**config.mk**
```make
export PLATFORM = sky130hd
export DESIGN_NAME = iou_front
export DESIGN_NICKNAME = d
export VERILOG_FILES = /design/src/sv/iou_track_table_macros.svh /design/src/sv/iou_pkg.sv /design/src/sv/iou_front.sv
export SDC_FILE = /design/constraint.sdc
export NUM_CORES = 1
export LEC_CHECK = 0
export BUFFER_PORTS_ARGS = -buffer_cell sky130_fd_sc_hd__buf_2
export CAP_MARGIN = 20
export CORE_ASPECT_RATIO = 0.8
export CORE_MARGIN = 2
export CORE_UTILIZATION = 52
export CTS_CLUSTER_DIAMETER = 60
export DETAILED_ROUTE_END_ITERATION = 7
export PLACE_DENSITY_LB_ADDON = 0.3
export SLEW_MARGIN = 5
export SYNTH_ARGS = -nofsm -noshare
export SYNTH_HDL_FRONTEND = slang
export SYNTH_SLANG_ARGS = --single-unit
```
**constraint.sdc**
```tcl
create_clock -name clk -period 8.2 [get_ports clk]
set_input_delay 1.64 -clock clk [delete_from_list [all_inputs] [get_ports clk]]
set_output_delay 1.64 -clock clk [all_outputs]
set_load 0.02 [all_outputs]
```
**src/sv/iou_track_table_macros.svh**
```systemverilog
// Assertion shorthands for the tracker back end (iou_back).
`ifndef IOU_TRACK_TABLE_MACROS_SVH
`define IOU_TRACK_TABLE_MACROS_SVH

// Check a condition at every clock edge outside reset.
`define IOU_ASSERT_ALWAYS(lbl, expr, msg) \
    lbl: assert property (@(posedge clk) disable iff (!rst_n) (expr)) else $error(msg);

// Check that a condition implies another in the same cycle.
`define IOU_ASSERT_IMPLY(lbl, ante, cons, msg) \
    lbl: assert property (@(posedge clk) disable iff (!rst_n) (ante) |-> (cons)) \
        else $error(msg);

`endif

```
**src/sv/iou_pkg.sv**
```systemverilog
`timescale 1ns / 1ps
package iou_pkg;

    localparam int MAX_TRACKS_DEF = 16;
    localparam int Q_DEPTH        = 2;
    localparam int BLEND_FIELDS   = 6;

    localparam logic [1:0] CMD_START  = 2'd0;
    localparam logic [1:0] CMD_DETECT = 2'd1;
    localparam logic [1:0] CMD_REPORT = 2'd2;

    localparam logic [1:0] CFG_LOST_LIMIT   = 2'd0;
    localparam logic [1:0] CFG_MATCH_THRESH = 2'd1;
    localparam logic [1:0] CFG_BLEND_WEIGHT = 2'd2;

    localparam logic [7:0] LOST_LIMIT_RST   = 8'd5;
    localparam logic [8:0] MATCH_THRESH_RST = 9'd77;
    localparam logic [8:0] BLEND_WEIGHT_RST = 9'd128;
    localparam logic [8:0] WEIGHT_ONE       = 9'd256;
    localparam logic [15:0] ID_FIRST        = 16'd1;
    localparam logic [15:0] ID_MAX          = 16'hFFFF;
    localparam logic [7:0] LOST_MAX         = 8'hFF;

    localparam logic [2:0] FLD_LEFT     = 3'd0;
    localparam logic [2:0] FLD_TOP      = 3'd1;
    localparam logic [2:0] FLD_RIGHT    = 3'd2;
    localparam logic [2:0] FLD_BOTTOM   = 3'd3;
    localparam logic [2:0] FLD_ANGLE    = 3'd4;
    localparam logic [2:0] FLD_DISTANCE = 3'd5;

    typedef enum logic [1:0] {
        OP_START,
        OP_DETECT,
        OP_REPORT
    } op_t;

    // first field in the highest bits
    typedef struct packed {
        logic [15:0] distance;
        logic [11:0] angle;
        logic [15:0] bottom;
        logic [15:0] right;
        logic [15:0] top;
        logic [15:0] left;
        logic [7:0]  score;
        logic [7:0]  obj_class;
    } det_t;

    typedef struct packed {
        op_t  op;
        det_t det;
    } q_item_t;

    typedef struct packed {
        logic [7:0]  lost;
        logic [15:0] distance;
        logic [11:0] angle;
        logic [15:0] bottom;
        logic [15:0] right;
        logic [15:0] top;
        logic [15:0] left;
        logic [7:0]  score;
        logic [7:0]  obj_class;
        logic [15:0] id;
    } rec_t;

    typedef struct packed {
        logic [7:0] lost_limit;
        logic [8:0] match_threshold;
        logic [8:0] blend_weight;
    } cfg_t;

    typedef enum logic [4:0] {
        ST_IDLE,
        ST_AGE_RD,
        ST_AGE_WR,
        ST_DET_RD,
        ST_DET_SPAN,
        ST_DET_MUL,
        ST_DET_UNI,
        ST_DET_CROSS,
        ST_DET_CMP,
        ST_DET_THR,
        ST_DET_DEC,
        ST_BL_RD,
        ST_BL_MUL,
        ST_BL_WR,
        ST_NEW,
        ST_ER_RD,
        ST_ER_CHK,
        ST_PK_RD,
        ST_PK_CHK,
        ST_PK_EMIT,
        ST_EMPTY
    } state_t;

    function automatic logic [15:0] span16(input logic [15:0] lo, input logic [15:0] hi);
        return (hi > lo) ? hi - lo : 16'd0;
    endfunction

    function automatic logic signed [16:0] rec_field(input rec_t r, input logic [2:0] k);
        logic signed [16:0] v;
        v = '0;
        unique case (k)
            FLD_LEFT:     v = $signed({1'b0, r.left});
            FLD_TOP:      v = $signed({1'b0, r.top});
            FLD_RIGHT:    v = $signed({1'b0, r.right});
            FLD_BOTTOM:   v = $signed({1'b0, r.bottom});
            FLD_ANGLE:    v = 17'($signed(r.angle));
            FLD_DISTANCE: v = $signed({1'b0, r.distance});
            default:      v = '0;
        endcase
        return v;
    endfunction

    function automatic logic signed [16:0] det_field(input det_t d, input logic [2:0] k);
        logic signed [16:0] v;
        v = '0;
        unique case (k)
            FLD_LEFT:     v = $signed({1'b0, d.left});
            FLD_TOP:      v = $signed({1'b0, d.top});
            FLD_RIGHT:    v = $signed({1'b0, d.right});
            FLD_BOTTOM:   v = $signed({1'b0, d.bottom});
            FLD_ANGLE:    v = 17'($signed(d.angle));
            FLD_DISTANCE: v = $signed({1'b0, d.distance});
            default:      v = '0;
        endcase
        return v;
    endfunction

endpackage

```
**src/sv/iou_front.sv**
```systemverilog
`timescale 1ns / 1ps
module iou_front (
    input  logic            clk,
    input  logic            rst_n,
    input  logic            s_axis_tvalid,
    output logic            s_axis_tready,
    input  logic [111:0]    s_axis_tdata,
    input  logic [1:0]      s_axis_tuser,
    output logic            q_valid,
    output iou_pkg::q_item_t q_item,
    input  logic            q_pop
);
    import iou_pkg::*;

    localparam int PTR_W = $clog2(Q_DEPTH);
    localparam int CNT_W = $clog2(Q_DEPTH + 1);

    q_item_t           q_mem [Q_DEPTH];
    logic [PTR_W-1:0]  wr_ptr_reg, wr_ptr_next;
    logic [PTR_W-1:0]  rd_ptr_reg, rd_ptr_next;
    logic [CNT_W-1:0]  cnt_reg, cnt_next;
    logic              accept;
    logic              push;
    logic              pop;
    q_item_t           item_in;

    assign s_axis_tready = (cnt_reg < CNT_W'(Q_DEPTH));
    assign accept        = s_axis_tvalid && s_axis_tready;
    assign q_valid       = (cnt_reg != '0);
    assign q_item        = q_mem[rd_ptr_reg];
    assign pop           = q_pop && q_valid;

    // classify the command; the unused code is dropped here
    always_comb
    begin
        item_in.det = det_t'(s_axis_tdata[$bits(det_t)-1:0]);
        item_in.op  = OP_START;
        push        = 1'b0;
        unique case (s_axis_tuser)
            CMD_START:
            begin
                item_in.op = OP_START;
                push       = accept;
            end
            CMD_DETECT:
            begin
                item_in.op = OP_DETECT;
                push       = accept;
            end
            CMD_REPORT:
            begin
                item_in.op = OP_REPORT;
                push       = accept;
            end
            default:
            begin
                push = 1'b0;
            end
        endcase
    end

    always_comb
    begin
        wr_ptr_next = wr_ptr_reg;
        rd_ptr_next = rd_ptr_reg;
        cnt_next    = cnt_reg;
        if (push)
        begin
            wr_ptr_next = (wr_ptr_reg == PTR_W'(Q_DEPTH - 1)) ? '0 : wr_ptr_reg + 1'b1;
        end
        if (pop)
        begin
            rd_ptr_next = (rd_ptr_reg == PTR_W'(Q_DEPTH - 1)) ? '0 : rd_ptr_reg + 1'b1;
        end
        if (push && !pop)
        begin
            cnt_next = cnt_reg + 1'b1;
        end
        else if (pop && !push)
        begin
            cnt_next = cnt_reg - 1'b1;
        end
    end

    always_ff @(posedge clk or negedge rst_n)
    begin
        if (!rst_n)
        begin
            wr_ptr_reg <= '0;
            rd_ptr_reg <= '0;
            cnt_reg    <= '0;
        end
        else
        begin
            wr_ptr_reg <= wr_ptr_next;
            rd_ptr_reg <= rd_ptr_next;
            cnt_reg    <= cnt_next;
        end
    end

    always_ff @(posedge clk)
    begin
        if (push)
        begin
            q_mem[wr_ptr_reg] <= item_in;
        end
    end
endmodule

```
After elaboration in Yosys (flattened, before gate mapping)

Memory sizes are Yosys's and may differ from the RTL's.
Cells that the tools add are included.

Add/sub/neg operators: 4
Order comparisons: 1
Equality and inequality tests: 2
Mux-type cells: 8
Reduce and logical (&&, ||, !) cells: 10

Operators with widths:

| operator            | number |
|---|---|
| $mux 1              | 5 |
| $logic_and 1x1->1   | 4 |
| $mux 2              | 2 |
| $pmux 2 s2          | 1 |
| $reduce_bool 2->1   | 2 |
| $reduce_or 3->1     | 1 |
| $add 1x1->1 const B | 2 |
| $add 2x1->2 const B | 1 |
| $eq 2x1->1 const B  | 1 |
| $eq 2x2->1 const B  | 1 |
| $logic_not 1->1     | 2 |
| $logic_not 2->1     | 1 |
| $lt 2x2->1 const B  | 1 |
| $sub 2x1->2 const B | 1 |

Register bits: 4
Bits in writable memories: 220
Bits of input ports: 118
Logic and storage cells: 29
Memories: 1

Memory list:

| memory | words | width | rd ports | clocked after Yosys merged registers in | wr ports | RTL line        | text |
|---|---|---|---|---|---|---|---|
| q_mem  | 2     | 110   | 1        | 0                                       | 1        | iou_front.sv:18 | `q_item_t q_mem [Q_DEPTH];` |

Longest topological paths before layout

Gate-level depths: netlist (run 1).

Depth after elaboration: 7
Gate-level depth with buffers: 6

Worst setup path after synthesis (run 1)

OpenSTA, ideal clock, no wires.

Path kind: input-to-reg
Start point: input port s_axis_tuser[0]
End point: memory q_mem[0][0] (netlist bit) (enable)
Library setup time: 0.593 ns
Arrival time: 6.755 ns
Data required time: 7.607 ns
Slack: 0.852 ns
Stages: 3
Path through: nand2_1 and3_1 nor2b_1

Word-level cells in the longest chain between the ends: 5
Elaborated cells between the ends (all ways): 7
Classes of those cells: 2 x eq/ne; 3 x mux; 2 x reduce/logical

Ends and longest elaborated chain:

| element                                  | RTL line         | text |
|---|---|---|
| from (decl)                              | iou_front.sv:8   | `input logic [1:0] s_axis_tuser,` |
| $eq 2x2->1, or another cell as far along | iou_front.sv:39  | `unique case (s_axis_tuser)` |
| $reduce_or 3->1 (no source line) *       | --               |  |
| $mux 1 *                                 | iou_front.sv:39  |  |
| named net push                           | iou_front.sv:23  | `logic push;` |
| $mux 1 *                                 | iou_front.sv:103 | `if (push)` |
| $mux 1 (implied by the code) *           | iou_front.sv:105 | `q_mem[wr_ptr_reg] <= item_in;` |
| to (decl)                                | iou_front.sv:18  |  |

The timed path passes the listed nets; every way through them passes the cells marked *.

==> impl_metrics.ini, run 1 <==
[die]
die_x_um = 144
ios = 230
die-height_um = 116
coreArea_um2 = 15200
dieArea_um2 = 16700
rows = 40
start_util_pct = 53.7

[clock_tree]
h-tree-depth = 1
clk_latency_ps = 480
hold_buffers = 0
clkSlewWorstSetupHoldPaths_ps = 60
cts.sinks = 224
cts_resized = 0
cts_setup_buffers = 0
clockBufferDepth = 3
cts_tree = done
cts-buffers-inserted = 22
cts_root_buf = clkbuf_16

[power_and_ir_drop]
p_leak_nw = 3.78
power.total_mw = 3.46
irDropWorstVdd_v = 0.000223
p_per_area_nw_per_um2 = 340

[layout]
drive_above_1_share_pct = 60.3
antenna_cells = 0
area_delta_synth_final_pct = 24.4
largest_register_ffs = 220
nets = 722

[sta]
hold_viol_final = 0
max_slew.worst_pin.slew_ps = 858
period_needed_ps = 4410
post-route-period-util_pct = 53.8
whs_ps = 523
setup_viol = 0
rsz0062_at_grt = false
slew_violations = 0
max_slew_margin_pct = 42.8
max_freq_ghz = 0.227
worst_slack_ps = 3790
tns_ps = 0
worst_clock_skew_ps = 7.43

[global_routing]
grt_antenna_before_repair = 2
grt_pass1_wl_um = 21600
grt_max_degree = 67
grt_pass1_vias = 4324
overflow = 0
grt_usage_pct = 16.8

[placement]
place_ws_ps = 4270
portBuffers = 225
gp_congestion = 0.719
hpwl_um = 9390

[synthesis]
synthTopCellsByCount = 220 x edfxtp_1, 110 x mux2_2, 10 x buf_6
synth_area_leaders = edfxtp_1 81%, mux2_2 15%, buf_6 1.4%
yosysTopAreaCell = edfxtp_1
synth_flop_cell = edfxtp_1
netlist_instances = 362
postSynth.asyncResetShare_pct = 1.79
ys_types = 15
mappedNetlistNets = 481
synth_area_um2 = 8180
synth_top_area_share_pct = 80.8
yosysWarnings = 0
yosysSeqAreaShare_pct = 82.0
synth.most_common_cell = edfxtp_1
syn_avg_cell_area_um2 = 22.6
ys_ff_latch = 224
synth_edf_count = 220

[routing]
vias_per_cell = 4.96
dr.pass1.iters = 6
drt_iter0_drc = 191
vias = 4113
ant_nets = 0
wire_per_inst_um = 17.6
wirelength_um = 14600
drc_errors = 0

[flow_run]
max-cap-violations = 0

[setup_path]
start_kind = flip-flop
critPathMaxFanout = 66
cp-end-kind = output pin
critical_path.max_stage_delay_ps = 820
worstPathRequired_ps = 6560
arrival_ps = 2770
crit_slowest_cell = dfrtp_4
path_class = flip-flop to output pin
crit_chain = buf_4 -> mux2_2 -> buf_2

[status]
status = finished, final reports clean

[hold_path]
hold_path_class = flip-flop to flip-flop
per-layer routing:
metal	vias to the layer above	part of all wire [%]	routed length, um	global-route usage [%]
met4	2	1.4	200	3.82
li1	1930	-	-	-
met1	1992	40	5900	20.1
met2	171	47	6910	28.8
met3	18	11	1540	7.01
met5	-	0.089	13	0
area by class of cell:
type | instances | area (um2)
tap | 210 | 263
timing repair buffer | 229 | 1160
clock buffer | 32 | 649
fill | 1064 | 5040
sequential | 224 | 6710
inverter | 1 | 3.75
multi-input combinational | 125 | 1350
clock inverter | 8 | 36.3
worst paths after layout:
kind,start,end,slack [ps],depth (start not counted)
hold reg to reg,cnt_reg[0],cnt_reg[0],520,1
setup / recovery,rd_ptr_reg,q_item[77],3790,3
setup reg to reg,cnt_reg[1],q_mem[1][13],5620,4
max in group asynchronous,rst_n,rd_ptr_reg,7100,1
min in group asynchronous,rst_n,cnt_reg[1],960,1
hold / removal,cnt_reg[0],cnt_reg[0],520,1
metrics by stage:
step / area, um2 / util (%) / cells
2_1_floorplan: 8180 / - / 362
3_3_place_gp: 9490 / 62.4 / 789
3_5_place_dp: 9490 / 62.4 / 789
4_1_cts: 10200 / 66.9 / 829
5_1_grt: 10200 / 66.9 / 829
6_report: 10200 / 66.9 / 829
power breakdown:
part	leakage [nW]	switching (mW)	internal [mW]
sequential	2.06	0.0816	1.45
clock	0.334	0.383	0.547
combinational	1.39	0.585	0.408
critical path, delay by kind of cell (launching register included):
kind	cells	cell delay (ps)
DFF	1	820
muxes	1	430
buffers and inverters	2	950
cell usage in the layout (no fill, tap or decap):
master,n
and3_1,1
mux2_2,110
xnor2_1,3
xor2_1,2
dfrtp_1,3
clkinv_1,5
inv_1,1
ha_1,1
nand2_1,2
clkbuf_1,5
buf_2,225
clkinv_2,2
nor2_1,1
clkbuf_8,4
edfxtp_1,220
buf_4,4
or2_2,1
and2_4,1
dfrtp_4,1
clkbuf_16,23
nor2b_1,2
clkinvlp_4,1
nor2b_4,1
cells by family after synthesis:
kind of cell,share of synthesized area [%]
simple gates,0.597
fa+ha+maj,0.153
xor+xnor,0.536
mux,15.1
buf+inv,1.55
flops,82.0
(Power assumes the default switching activity.)
==> run 2, diff against run 1 <==
CORE_UTILIZATION = 47   (was 52)
clock period = 3.8 ns   (was 8.2 ns; I/O delays follow)
==> run 2 against run 1 <==
Compared with the run above: non-clock buffer count rose by 3; cell count is 2.2% higher; power rose by 120%; routed wire length rose by 0.59%; worst hold slack got worse by 460 ps; first-iteration DRC count down 19%; sequential share of layout area shrank 0.37 points; critical path depth unchanged; global-route usage shrank 1.6 points; via count is the same; largest power group unchanged; highest routed layer is now met4.
==> impl_metrics.ini, run 2 (same netlist as run 1, synthesis figures left out) <==
[die]
coreArea_um2 = 17200
dieArea_um2 = 18500
start_util_pct = 47.6
die_x_um = 151
die-height_um = 122
rows = 43
ios = 230

[sta]
rsz0062_at_grt = false
max_slew.worst_pin.slew_ps = 871
worst_slack_ps = 746
slew_violations = 0
setup_viol = 0
hold_viol_final = 0
worst_clock_skew_ps = 4.61
post-route-period-util_pct = 80.4
max_slew_margin_pct = 41.9
whs_ps = 64.1
max_freq_ghz = 0.327
tns_ps = 0
period_needed_ps = 3050

[layout]
largest_register_ffs = 220
drive_above_1_share_pct = 60.9
layout_common_cells = 225 x buf_2, 220 x edfxtp_1, 110 x mux2_2
final_common_cell = buf_2
layoutNonFillerInstCount = 847
area_delta_synth_final_pct = 25.1
nets = 725

[clock_tree]
clkSlewWorstSetupHoldPaths_ps = 60
cts_root_buf = clkbuf_16
cts_tree = done
hold_buffers = 0
clk_latency_ps = 490
cts-buffers-inserted = 22
cts_setup_buffers = 0
clockBufferDepth = 3
h-tree-depth = 1
cts.sinks = 224
cts_resized = 0

[status]
status = finished, final reports clean

[global_routing]
grt_max_degree = 65
grt_pass1_wl_um = 21400
grt_antenna_before_repair = 1
overflow = 0
grt_usage_pct = 15.1
grt_pass1_vias = 4293

[setup_path]
cp-end-kind = output pin
worstPathRequired_ps = 3040
arrival_ps = 2290
critPathMaxFanout = 48
start_kind = flip-flop
path_class = flip-flop to output pin

[power_and_ir_drop]
power.total_mw = 7.49
p_leak_nw = 3.81
irDropWorstVdd_v = 0.000463
p_per_area_nw_per_um2 = 732

[flow_run]
max-cap-violations = 0

[routing]
drt_iter0_drc = 154
wirelength_um = 14700
vias_per_cell = 4.86
dr.pass1.iters = 4
drc_errors = 0
wire_per_inst_um = 17.3
vias = 4113
ant_nets = 0

[placement]
portBuffers = 225
dp.cells = 807
hpwl_um = 9710
place_ws_ps = 1220
gp_congestion = 0.702

[hold_path]
hold_path_class = primary input to asynchronous set/reset pin
==> run 2: changes by cell type in the layout (fill, tap and decap cells not counted) <==
cell,delta
clkinv_2,+5
buf_4,+1
clkbuf_8,-4
clkbuf_1,-3
buf_12,+2
diode_2,+1
bufinv_16,+1
==> run 2: per-layer routing <==
metal  GRT usage (%)  wire length (um)  up-vias
li1                -                 -     1924
met1            18.3              5900     1986
met2            24.1              6490      176
met3            7.15              1860       27
met4            4.96               397        0
met5               0                 0        -
==> run 2: final cells by class <==
cell class	instances	area (um2)
inverters	1	3.75
multi-input cells	125	1350
repair buffers	232	1200
flip-flops and latches	224	6710
diodes	1	2.50
well taps	225	282
fillers	1287	6930
clock buffers	25	583
clock inverters	14	91.3
==> run 2: final timing paths <==
path / from / to / cells past startpoint / slack [ps]
worst min register to register: cnt_reg[0] / cnt_reg[0] / 1 / 540
min in group clk: s_axis_tdata[101] / q_mem[0][101] / 1 / 460
max in group asynchronous: rst_n / rd_ptr_reg / 1 / 3600
worst max-delay path: rd_ptr_reg / q_item[39] / 3 / 750
worst min-delay path: rst_n / rd_ptr_reg / 1 / 60
worst max register to register: cnt_reg[1] / q_mem[0][34] / 4 / 1800
==> run 2: report_power, final <==
group          total (mW)  internal, mW  switching, mW
logic                2.18         0.910           1.27
clock network        2.00          1.16          0.840
registers            3.31          3.13          0.179
==> run 2: critical path, cell delays in order, from the launching register on <==
cell	delay (ps)
dfrtp_4	860
buf_4	380
mux2_2	370
buf_2	170
==> run 2: through the flow <==
step	instance area (um2)	util, %
after floorplan	8190	-
after global placement	9550	55.7
after detailed placement	9550	55.7
after CTS	10200	59.6
after global routing	10200	59.6
final	10200	59.6
==> run 3, diff against run 2 <==
CORE_UTILIZATION = 52   (was 47)
clock period = 3.1 ns   (was 3.8 ns; I/O delays follow)
==> run 3 against run 2 <==
Compared with the run above: first-iteration DRC count rose by 32%; routed wire length is 0.76% higher; critical path depth unchanged; critical path type unchanged.
==> impl_metrics.ini, run 3 (same netlist as run 1, synthesis figures left out) <==
[layout]
drive_above_1_share_pct = 60.0
area_delta_synth_final_pct = 24.8
final_common_cell = buf_2
nets = 725
final_util_pct = 67.1
layout_common_cells = 225 x buf_2, 220 x edfxtp_1, 110 x mux2_2
final_area_um2 = 10200
antenna_cells = 0
largest_register_ffs = 220

[power_and_ir_drop]
pwr-share-seq_pct = 43.9
p_clk_share_pct = 25.6
p_leak_nw = 3.79
sw_frac_of_total_pct = 30.4
p_per_area_nw_per_um2 = 891
pwr-share-comb_pct = 30.5
switching_power_mw = 2.76
p_int_mw = 6.32
irDropWorstVdd_v = 0.000606

[routing]
drc_errors = 0
wire_per_inst_um = 17.8
vias_per_cell = 4.97
ant_nets = 0
vias = 4116
dr.pass1.iters = 4
wirelength_um = 14800
drt_iter0_drc = 203

[clock_tree]
clkSlewWorstSetupHoldPaths_ps = 60
hold_buffers = 1
cts.sinks = 224
h-tree-depth = 1
cts_tree = done
cts_setup_buffers = 0
clk_latency_ps = 480
cts-buffers-inserted = 22
cts_root_buf = clkbuf_16
clockBufferDepth = 3
cts_resized = 0

[sta]
post-route-period-util_pct = 84.2
setup_viol = 0
tns_ps = 0
rsz0062_at_grt = false
max_freq_ghz = 0.383
period_needed_ps = 2610
slew_violations = 0
max_slew_margin_pct = 57.8
worst_clock_skew_ps = 7.93
whs_ps = 322
max_slew.worst_pin.slew_ps = 633
hold_viol_final = 0

[placement]
hpwl_um = 9720
gp_congestion = 0.749
portBuffers = 225
placed_cell_area_um2 = 9560

[setup_path]
cp-end-kind = output pin
crit_chain = buf_12 -> mux2_2 -> buf_2
path_class = flip-flop to output pin
start_kind = flip-flop
crit_slowest_cell = dfrtp_4
worstPathRequired_ps = 2480
critical_path.max_stage_delay_ps = 620
arrival_ps = 1990
critPathMaxFanout = 46

[die]
dieArea_um2 = 16700
ios = 230
coreArea_um2 = 15200
die_x_um = 144
die-height_um = 116
rows = 40
start_util_pct = 53.7

[global_routing]
grt_antenna_before_repair = 3
overflow = 0
grt_pass1_vias = 4331
grt_pass1_wl_um = 21600
grt_usage_pct = 16.9
grt_max_degree = 64

[status]
status = finished, final reports clean

[hold_path]
hold_path_class = primary input to flip-flop

[flow_run]
max-cap-violations = 0
-- run 3: power by group through the flow --
stage	Combinational, mW	Clock, mW	Sequential (mW)
finish	2.77	2.33	3.99
global route	2.97	2.52	4.03
CTS	2.82	2.40	4.00
detailed placement	2.79	0	4.06
global placement	2.76	0	4.03
floorplan	2.06	0	3.98
-- run 3: final cells by class --
class,count,area [um2]
Fill cell,1075,5010
Sequential cell,224,6710
Clock buffer,29,598
Inverter,1,3.75
Clock inverter,7,30.0
Multi-Input combinational cell,125,1350
Timing Repair Buffer,232,1240
Tap cell,210,263
-- run 3: path summary, 6_finish.rpt --
kind | cells after the start | endpoint | slack, ps | start
setup / recovery | 3 | q_item[105] | 490 | rd_ptr_reg
hold / removal | 1 | q_mem[1][87] | 320 | s_axis_tdata[87]
setup reg to reg | 4 | q_mem[1][36] | 1210 | cnt_reg[1]
hold reg to reg | 1 | cnt_reg[0] | 530 | cnt_reg[0]
max in group asynchronous | 2 | rd_ptr_reg | 2480 | rst_n
min in group asynchronous | 2 | rd_ptr_reg | 480 | rst_n
-- run 3: metrics by stage --
stage          std cells  setup WS (ps)  total power [mW]
5_1_grt              828            404              9.51
4_1_cts              828            456              9.21
3_3_place_gp         791            887              6.78
2_1_floorplan        362           88.7              6.04
6_report             828            490              9.09
3_5_place_dp         791            878              6.85
-- run 3: critical path, delay by kind of cell (launching register included) --
kind	cells	cell delay [ps]
DFF	1	620
buffers and inverters	2	450
muxes	1	380
-- run 3: routing by layer --
layer	vias to the layer above	part of all wire (%)	routed length [um]	track usage (%)
met5	-	0.30	44	0
met4	6	2.2	326	4.40
met3	35	9.7	1430	6.81
met2	163	49	7240	29.3
met1	1986	39	5730	20.1
li1	1926	-	-	-
